<file path="config.mk">
export PLATFORM = sky130hd
export DESIGN_NAME = entity_table_nearest_search
export DESIGN_NICKNAME = d
export VERILOG_FILES = /design/src/sv/etns_pkg.sv /design/src/sv/etns_front.sv /design/src/sv/etns_back.sv /design/src/sv/entity_table_nearest_search.sv
export VERILOG_INCLUDE_DIRS = /design/src /design/src/sv
export SDC_FILE = /design/constraint.sdc
export NUM_CORES = 2
export LEC_CHECK = 0
export ABC_AREA = 1
export BUFFER_PORTS_ARGS = -buffer_cell sky130_fd_sc_hd__buf_2
export CORE_UTILIZATION = 30
export CTS_CLUSTER_DIAMETER = 60
export DETAILED_ROUTE_END_ITERATION = 16
export GPL_ROUTABILITY_DRIVEN = 0
export PLACE_DENSITY = 0.49
export SYNTH_ARGS = -nofsm -noshare
export SYNTH_HDL_FRONTEND = slang
export SYNTH_SLANG_ARGS = --single-unit
</file>
<file path="constraint.sdc">
create_clock -name clk -period 11.07 [get_ports clk]
set_input_delay 1.107 -clock clk [delete_from_list [all_inputs] [get_ports clk]]
set_output_delay 1.107 -clock clk [all_outputs]
set_load 0.02 [all_outputs]
</file>
<file path="src/sv/entity_table_nearest_search_macros.svh">
// Assertion macros used by entity_table_nearest_search.sv.
`ifndef ENTITY_TABLE_NEAREST_SEARCH_MACROS_SVH
`define ENTITY_TABLE_NEAREST_SEARCH_MACROS_SVH

// Assert that an antecedent implies a consequent in the same cycle.
`define ETNS_ASSERT_IMP(lbl, clk_s, rst_s, ante, cons) \
  lbl: assert property (@(posedge clk_s) disable iff (!rst_s) (ante) |-> (cons)) \
    else $error("assertion failed");

// Assert that an antecedent implies a consequent in the following cycle.
`define ETNS_ASSERT_NEXT(lbl, clk_s, rst_s, ante, cons) \
  lbl: assert property (@(posedge clk_s) disable iff (!rst_s) (ante) |=> (cons)) \
    else $error("assertion failed");

`endif

</file>
<file path="src/sv/etns_pkg.sv">
`default_nettype none
package etns_pkg;
  localparam logic [2:0] ACT_REG   = 3'd0;
  localparam logic [2:0] ACT_DEREG = 3'd1;
  localparam logic [2:0] ACT_SETP  = 3'd2;
  localparam logic [2:0] ACT_SETT  = 3'd3;
  localparam logic [2:0] ACT_CLOSE = 3'd4;
  localparam logic [2:0] ACT_GETP  = 3'd5;
  localparam logic [2:0] ACT_CHKP  = 3'd6;

  localparam logic [1:0] ST_OK        = 2'd0;
  localparam logic [1:0] ST_FULL      = 2'd1;
  localparam logic [1:0] ST_NONE      = 2'd2;
  localparam logic [1:0] ST_EXHAUSTED = 2'd3;

  typedef struct packed {
    logic [2:0]  action;
    logic [15:0] entry_id;
    logic [7:0]  team_in;
    logic [15:0] pos_x;
    logic [15:0] pos_y;
  } cmd_t;

  typedef struct packed {
    logic [15:0] result_id;
    logic [15:0] result_x;
    logic [15:0] result_y;
    logic [1:0]  status;
  } res_t;
endpackage
`default_nettype wire

</file>
<file path="src/sv/etns_front.sv">
`default_nettype none
// Input side: takes transactions into a two-entry command queue.
module etns_front (
  input  wire                 clk,
  input  wire                 rst_n,
  input  wire                 in_valid,
  output logic                in_ready,
  input  wire etns_pkg::cmd_t in_cmd,
  output logic                q_valid,
  input  wire                 q_ready,
  output etns_pkg::cmd_t      q_cmd
);
  etns_pkg::cmd_t mem_r [2];
  logic       wp_r, rp_r;
  logic [1:0] cnt_r, cnt_nxt;
  logic       push, pop;

  assign in_ready = (cnt_r != 2'd2);
  assign q_valid  = (cnt_r != 2'd0);
  assign q_cmd    = mem_r[rp_r];
  assign push     = in_valid && in_ready;
  assign pop      = q_valid && q_ready;

  always_comb begin
    cnt_nxt = cnt_r;
    if (push && !pop) cnt_nxt = cnt_r + 2'd1;
    else if (pop && !push) cnt_nxt = cnt_r - 2'd1;
  end

  always_ff @(posedge clk) begin
    if (!rst_n) begin
      wp_r <= 1'b0;
      rp_r <= 1'b0;
      cnt_r <= 2'd0;
    end else begin
      if (push) wp_r <= ~wp_r;
      if (pop) rp_r <= ~rp_r;
      cnt_r <= cnt_nxt;
    end
  end

  always_ff @(posedge clk) begin
    if (push) mem_r[wp_r] <= in_cmd;
  end
endmodule
`default_nettype wire

</file>
<file path="src/sv/etns_back.sv">
`default_nettype none
// Execution side: scans the slot table one slot per cycle, then applies
// any write and presents the result in an output register.
module etns_back #(
  parameter int SLOTS   = 64,
  parameter int ID_BITS = 16
) (
  input  wire                 clk,
  input  wire                 rst_n,
  input  wire                 q_valid,
  output logic                q_ready,
  input  wire etns_pkg::cmd_t q_cmd,
  output logic                res_valid,
  input  wire                 res_ready,
  output etns_pkg::res_t      res
);
  localparam int SW = (SLOTS > 1) ? $clog2(SLOTS) : 1;
  localparam logic [1:0] S_IDLE = 2'd0, S_SCAN = 2'd1, S_FIN = 2'd2, S_OUT = 2'd3;

  // Slot payload memory: id, team, x, y.
  logic [ID_BITS+40-1:0] mem [SLOTS];
  logic [SLOTS-1:0]      valid_r;
  logic [ID_BITS-1:0]    next_id_r;

  logic [1:0]         st_r;
  etns_pkg::cmd_t     cmd_r;
  logic [SW:0]        idx_r;   // read address issued
  logic [SW-1:0]      didx_r;  // slot of the data now registered
  logic               dval_r;
  logic [ID_BITS+40-1:0] rd_r;
  logic [ID_BITS+40-1:0] brd_r;  // payload of the best slot so far
  logic               have_r;
  logic [16:0]        best_r;
  logic [ID_BITS-1:0] bid_r;
  logic [SW-1:0]      bslot_r;
  logic               free_have_r;
  logic [SW-1:0]      free_r;
  etns_pkg::res_t     res_r;

  logic [ID_BITS-1:0] r_id;
  logic [7:0]         r_team;
  logic signed [15:0] r_x, r_y;
  logic signed [16:0] dx, dy;
  logic [16:0]        ax, ay, mdist;
  logic               live, cand, better;

  assign {r_id, r_team, r_x, r_y} = rd_r;
  assign live = dval_r && valid_r[didx_r];
  assign dx = $signed({r_x[15], r_x}) - $signed({cmd_r.pos_x[15], cmd_r.pos_x});
  assign dy = $signed({r_y[15], r_y}) - $signed({cmd_r.pos_y[15], cmd_r.pos_y});
  assign ax = dx[16] ? 17'(-dx) : 17'(dx);
  assign ay = dy[16] ? 17'(-dy) : 17'(dy);
  assign mdist = ax + ay;

  always_comb begin
    cand = 1'b0;
    better = 1'b0;
    case (cmd_r.action)
      etns_pkg::ACT_CLOSE: begin
        cand = live && (r_team != cmd_r.team_in);
        better = !have_r || mdist < best_r || (mdist == best_r && r_id < bid_r);
      end
      etns_pkg::ACT_CHKP: begin
        cand = live && r_x == cmd_r.pos_x && r_y == cmd_r.pos_y;
        better = !have_r || r_id < bid_r;
      end
      etns_pkg::ACT_DEREG, etns_pkg::ACT_SETP, etns_pkg::ACT_SETT,
      etns_pkg::ACT_GETP: begin
        cand = live && cmd_r.entry_id != 16'd0 && 32'(r_id) == 32'(cmd_r.entry_id);
        better = !have_r;
      end
      default: begin
        cand = 1'b0;
        better = 1'b0;
      end
    endcase
  end

  assign q_ready   = (st_r == S_IDLE);
  assign res_valid = (st_r == S_OUT);
  assign res       = res_r;

  always_ff @(posedge clk) begin
    if (st_r == S_SCAN && idx_r < (SW+1)'(SLOTS)) rd_r <= mem[idx_r[SW-1:0]];
    if (st_r == S_FIN && have_r) begin
      case (cmd_r.action)
        etns_pkg::ACT_SETP:
          mem[bslot_r] <= {brd_r[ID_BITS+39:32], cmd_r.pos_x, cmd_r.pos_y};
        etns_pkg::ACT_SETT:
          mem[bslot_r] <= {bid_r, cmd_r.team_in, brd_r[31:0]};
        default: ;
      endcase
    end
    if (st_r == S_FIN && cmd_r.action == etns_pkg::ACT_REG && free_have_r &&
        next_id_r != '1)
      mem[free_r] <= {ID_BITS'(next_id_r + 1'b1), 40'd0};
  end

  always_ff @(posedge clk) begin
    if (!rst_n) begin
      st_r <= S_IDLE;
      valid_r <= '0;
      next_id_r <= '0;
      dval_r <= 1'b0;
    end else begin
      case (st_r)
        S_IDLE: begin
          if (q_valid) begin
            cmd_r <= q_cmd;
            idx_r <= '0;
            dval_r <= 1'b0;
            have_r <= 1'b0;
            free_have_r <= 1'b0;
            st_r <= S_SCAN;
          end
        end
        S_SCAN: begin
          dval_r <= idx_r < (SW+1)'(SLOTS);
          didx_r <= idx_r[SW-1:0];
          idx_r <= idx_r + 1'b1;
          if (dval_r && !valid_r[didx_r] && !free_have_r) begin
            free_have_r <= 1'b1;
            free_r <= didx_r;
          end
          if (cand && better) begin
            have_r <= 1'b1;
            best_r <= mdist;
            bid_r <= r_id;
            bslot_r <= didx_r;
            brd_r <= rd_r;
          end
          if (!(idx_r < (SW+1)'(SLOTS)) && !dval_r) st_r <= S_FIN;
        end
        S_FIN: begin
          res_r.result_id <= 16'd0;
          res_r.result_x <= 16'd0;
          res_r.result_y <= 16'd0;
          res_r.status <= etns_pkg::ST_NONE;
          case (cmd_r.action)
            etns_pkg::ACT_REG: begin
              if (!free_have_r) res_r.status <= etns_pkg::ST_FULL;
              else if (next_id_r == '1) res_r.status <= etns_pkg::ST_EXHAUSTED;
              else begin
                next_id_r <= next_id_r + 1'b1;
                valid_r[free_r] <= 1'b1;
                res_r.result_id <= 16'(next_id_r + 1'b1);
                res_r.status <= etns_pkg::ST_OK;
              end
            end
            etns_pkg::ACT_DEREG, etns_pkg::ACT_SETP, etns_pkg::ACT_SETT: begin
              if (have_r) begin
                if (cmd_r.action == etns_pkg::ACT_DEREG) valid_r[bslot_r] <= 1'b0;
                res_r.result_id <= cmd_r.entry_id;
                res_r.status <= etns_pkg::ST_OK;
              end
            end
            etns_pkg::ACT_GETP: begin
              if (have_r) begin
                res_r.result_id <= cmd_r.entry_id;
                res_r.result_x <= brd_r[31:16];
                res_r.result_y <= brd_r[15:0];
                res_r.status <= etns_pkg::ST_OK;
              end
            end
            etns_pkg::ACT_CLOSE, etns_pkg::ACT_CHKP: begin
              if (have_r) begin
                res_r.result_id <= 16'(bid_r);
                res_r.status <= etns_pkg::ST_OK;
              end
            end
            default: ;
          endcase
          st_r <= S_OUT;
        end
        S_OUT: if (res_ready) st_r <= S_IDLE;
        default: st_r <= S_IDLE;
      endcase
    end
  end
endmodule
`default_nettype wire

</file>
<file path="src/sv/entity_table_nearest_search.sv">
// The back end handles one transaction at a time and takes the next only after
// its result is taken; the slot memory is read one slot per cycle through
// its single read port.
// A two-entry queue takes input while the scan runs.
// Synchronous active-low reset empties the table and the id counter.
`default_nettype none
`include "entity_table_nearest_search_macros.svh"
module entity_table_nearest_search #(
  parameter int SLOTS   = 64,
  parameter int ID_BITS = 16
) (
  input  wire         clk,
  input  wire         rst_n,
  input  wire         in_tvalid,
  output logic        in_tready,
  // action[2:0], entry_id[18:3], team_in[26:19], pos_x[42:27], pos_y[58:43]
  input  wire  [63:0] in_tdata,
  output logic        out_tvalid,
  input  wire         out_tready,
  // result_id[15:0], result_x[31:16], result_y[47:32], status[49:48]
  output logic [55:0] out_tdata
);
  etns_pkg::cmd_t in_cmd, q_cmd;
  etns_pkg::res_t res;
  logic q_valid, q_ready;

  assign in_cmd.action   = in_tdata[2:0];
  assign in_cmd.entry_id = in_tdata[18:3];
  assign in_cmd.team_in  = in_tdata[26:19];
  assign in_cmd.pos_x    = in_tdata[42:27];
  assign in_cmd.pos_y    = in_tdata[58:43];

  etns_front u_front (
    .clk, .rst_n, .in_valid(in_tvalid), .in_ready(in_tready), .in_cmd,
    .q_valid, .q_ready, .q_cmd
  );

  etns_back #(.SLOTS(SLOTS), .ID_BITS(ID_BITS)) u_back (
    .clk, .rst_n, .q_valid, .q_ready, .q_cmd,
    .res_valid(out_tvalid), .res_ready(out_tready), .res
  );

  assign out_tdata = {6'd0, res.status, res.result_y, res.result_x, res.result_id};

  `ETNS_ASSERT_NEXT(a_out_hold, clk, rst_n, out_tvalid && !out_tready, out_tvalid && $stable(out_tdata))
  `ETNS_ASSERT_IMP(a_ok_nonzero, clk, rst_n, out_tvalid && res.status == etns_pkg::ST_OK && (u_back.cmd_r.action != etns_pkg::ACT_GETP), res.result_id != 16'd0)
endmodule
`default_nettype wire

</file>
==> metrics.md <==
| Metric | Value |
|---|---|
| Status | complete, no violations |
| DR vias/cell | between 5 and 6 |
| H-tree levels | 5 |
| Syn Area/Cell | 12.9 µm² |
| Setup crit start | u_back.cmd_r[16] |
| Detail Route met3 WL | 41700 µm |
| Most common cell in the netlist | edfxtp_1 |
| Fmax | 129 MHz |
| Tot GR Track Use | approximately 19% |
| Vias | 108000 |
| Post-synthesis async set-or-reset flop share | 0% |
| Worst-skew pair later-pin latency | 1.02 ns |
| Cells after Synth | ~13000 |
| Largest net degree at the start of global routing | 175 |
| Max_cap viols | 0 |
| RSZ-0062 raised after global routing | false |
| Vias in the first global route | 100000 |
| Post_cts resized | 0 |
| IO Pins | around 130 |
| Num CTS Buffers | approximately 430 |
| Tcrit/Tclk final | 70.2% |
| Row count | 269 |
| Gate power share | 25.0% |
| Synth top cells by count | edfxtp_1, nor2_1, o21ai_0 |
| Pre-Repair DR Iteration Count | 6 |
| Clock transition at path regs | 0.06 ns |
| Slew Limit Fails | 0 |
| Share of cells above drive strength 1 | about a tenth |
| Startpoint types | flop |
| Clock Sinks | about 4000 |
| Synthesis Warnings | 0 |
| Critical path depth | 39 |
| Synth cell types | 54 |
| Core area | 538000 µm² |
| R2r worst-path depth | 39 |
| Nets | between 10000 and 15000 |
| VDD IR max | about 230 µV |
| Uppermost routed layer | met5 |
| WP data required | ~12 ns |
| Post-route setup TNS | 0 ns |
| First-pass GRT wire length | approximately 760000 µm |
| Reg-to-Reg End | u_back.brd_r[13] |
| Critical path buffers and inverters | 6 |
| Hold Crit Class | input pin to flop |
| Internal cell power | 0.0288 W |
| Worst-margin pin slew | 1.44 ns |
| Area Overhead vs Synth | 14.8% |
| Top cell type's share of synthesized area | 73.3% |
| Post-CTS setup buffers | 0 |
| DP HPWL | about 290000 µm |
| Post-route antenna net violation count | 0 |
| R2R setup slack | around 3.3 ns |
| Initial DRC Count | 12600 |
| Final WL | about 540000 µm |
| DRC viols | 0 |
| Worst slew margin | 2.71% |
| Port Buffers | 114 |
| Initial Util | 30.2% |
| DRT met1 WL | 242000 µm |
| Yosys top cell by area | edfxtp_1 |
| Seq/Total Area, Yosys | 74.4% |
| CP endpoint kind | flop |
| Crit Path Category | flop to flop |
| Switching Share | 33.2% |
| Met2 wire len | 246000 µm |
| Placed cells | between 15000 and 20000 |
| TritonCTS clock tree | done |
| Crit-path most repeated cell | nand2_1 |
| Final min period | 7.77 ns |
| P_sw | about 0.014 W |
| Die area | around 540000 µm² |
| Power Density | between 200 and 250 nW/µm² |
| Fin cells | just over 20000 |
| Crit-path max FO | 48 |
| Leak | 59.7 nW |
| GRT Residual Overflow | 0 |
| Hold Violations, Final | 0 |
| Primary FF master, synth | edfxtp_1 |
| WP data arrival | around 8.4 ns |
| Synthesized area | about 160000 µm² |
| Delay-heaviest family, CP | simple AND/OR/NAND/NOR gates |
| Number of flops mapped to enable cells by yosys | 3967 |
| Worst setup path end | u_back.brd_r[13] |
| FF-to-FF Start | u_back.cmd_r[16] |
| Final setup violation count | 0 |
| Clock Path Buffers | 4 |
| Routed WL per cell | between 20 and 30 µm |
| Synth area leaders | edfxtp_1, o21ai_0, nor2_1, nand2_1, o22ai_1 |
| Die X | 738 µm |
| Slowest stage delay, CP | 0.77 ns |
| Seq pwr share | 41.6% |
| Clock Skew | 0.129 ns |
| Clock root cell | clkbuf_16 |
| Flops & latches, synth | 4054 |
| Hold-fix buffers, CTS | 0 |
| Initial antenna violation count | 47 |
| Die height | 738 µm |
| Crit-path slowest cell | nor2_4 |
| Clk pwr share | 33.5% |
through the flow:
step / power, W / worst slack (ns) / cell area (µm²) / hold slack, ns / utilization, %
finish: 0.0431 / 3.30 / 187000 / 0.270 / 34.7
global route: 0.0449 / 2.60 / 187000 / 0.219 / 34.7
CTS: 0.0433 / 3.20 / 187000 / 0.176 / 34.7
detailed placement: 0.0289 / 3.23 / 173000 / 0.445 / 32.1
global placement: 0.0290 / 3.20 / 173000 / 0.431 / 32.1
floorplan: 0.0250 / 2.83 / 162000 / 0.424 / -
layout make-up:
type / instances / area, µm²
antenna: 16 / 40.0
clock buffer: 518 / 11200
clock inverter: 269 / 2610
fill: 52700 / 351000
inverter: 329 / 1290
multi-input combinational: 7417 / 38100
sequential: 4054 / 121000
tap: 7181 / 8980
timing repair buffer: 451 / 3380
power by group through the flow:
stage / clock network (W) / logic, W / registers, W
5_1_grt: 0.0152 / 0.0118 / 0.0179
3_3_place_gp: 0 / 0.0108 / 0.0182
6_report: 0.0144 / 0.0108 / 0.0179
3_5_place_dp: 0 / 0.0107 / 0.0182
4_1_cts: 0.0146 / 0.0107 / 0.0179
2_1_floorplan: 0 / 0.00670 / 0.0183
metal layers:
layer  track usage, %  vias up
met5                0        -
met3             2.73      761
met2             30.2     4252
li1                 -    47100
met4             4.67        8
met1             28.0    55500
layout by cell type, fill, tap and decap left out, types with 7 or more instances in the layout:
master	instances
a21oi_1	285
a21oi_4	40
a31oi_1	29
buf_12	22
buf_2	114
buf_4	315
bufinv_16	39
clkbuf_1	81
clkbuf_16	437
clkinv_1	104
clkinv_2	75
clkinvlp_4	13
dfxtp_1	86
diode_2	16
edfxtp_1	3967
ha_1	90
inv_1	309
inv_2	9
inv_6	12
inv_8	10
nand2_1	1082
nand2_2	9
nand3_1	576
nand3b_1	7
nand4_1	80
nor2_1	1971
nor2_4	76
nor3_1	102
o211ai_1	127
o21ai_0	1868
o21ai_4	18
o221ai_1	335
o22ai_1	576
xnor2_1	31
xor2_1	44
cells by family (layout without fill, tap and decap cells):
group,count (synthesis),in the layout,share of synthesized area [%]
buf+inv,1167,1567,2.84
fa+ha+maj,93,93,0.730
xor+xnor,75,75,0.404
compound gates,3306,3306,11.7
simple gates,3937,3937,9.92
other cells,1,22,0.00231
flops,4054,4054,74.4
registers in the layout, indices dropped and copies added, names as in the netlist, 7 cells and up:
signal and flops:
u_back.mem 3584, u_front.mem_r 118, u_back.valid_r 64, u_back.cmd_r 59, u_back.rd_r 56, u_back.res 50
u_back.brd_r 40, u_back.best_r 17, u_back.bid_r 16, u_back.next_id_r 16, u_back.idx_r 7
worst min path at each step:
stage,from,end,slack [ns],depth (start not counted)
finish,in_tdata[27],u_front.mem_r[0][16],0.27,1
detailed placement,u_back.rd_r[24],u_back.brd_r[24],0.45,0
floorplan,u_back.idx_r[2],u_back.didx_r[2],0.42,0
global placement,u_back.rd_r[16],u_back.brd_r[16],0.43,0
global route,in_tdata[5],u_front.mem_r[0][42],0.22,1
CTS,in_tdata[27],u_front.mem_r[0][16],0.18,1
Power figures use the tool's default switching activity.
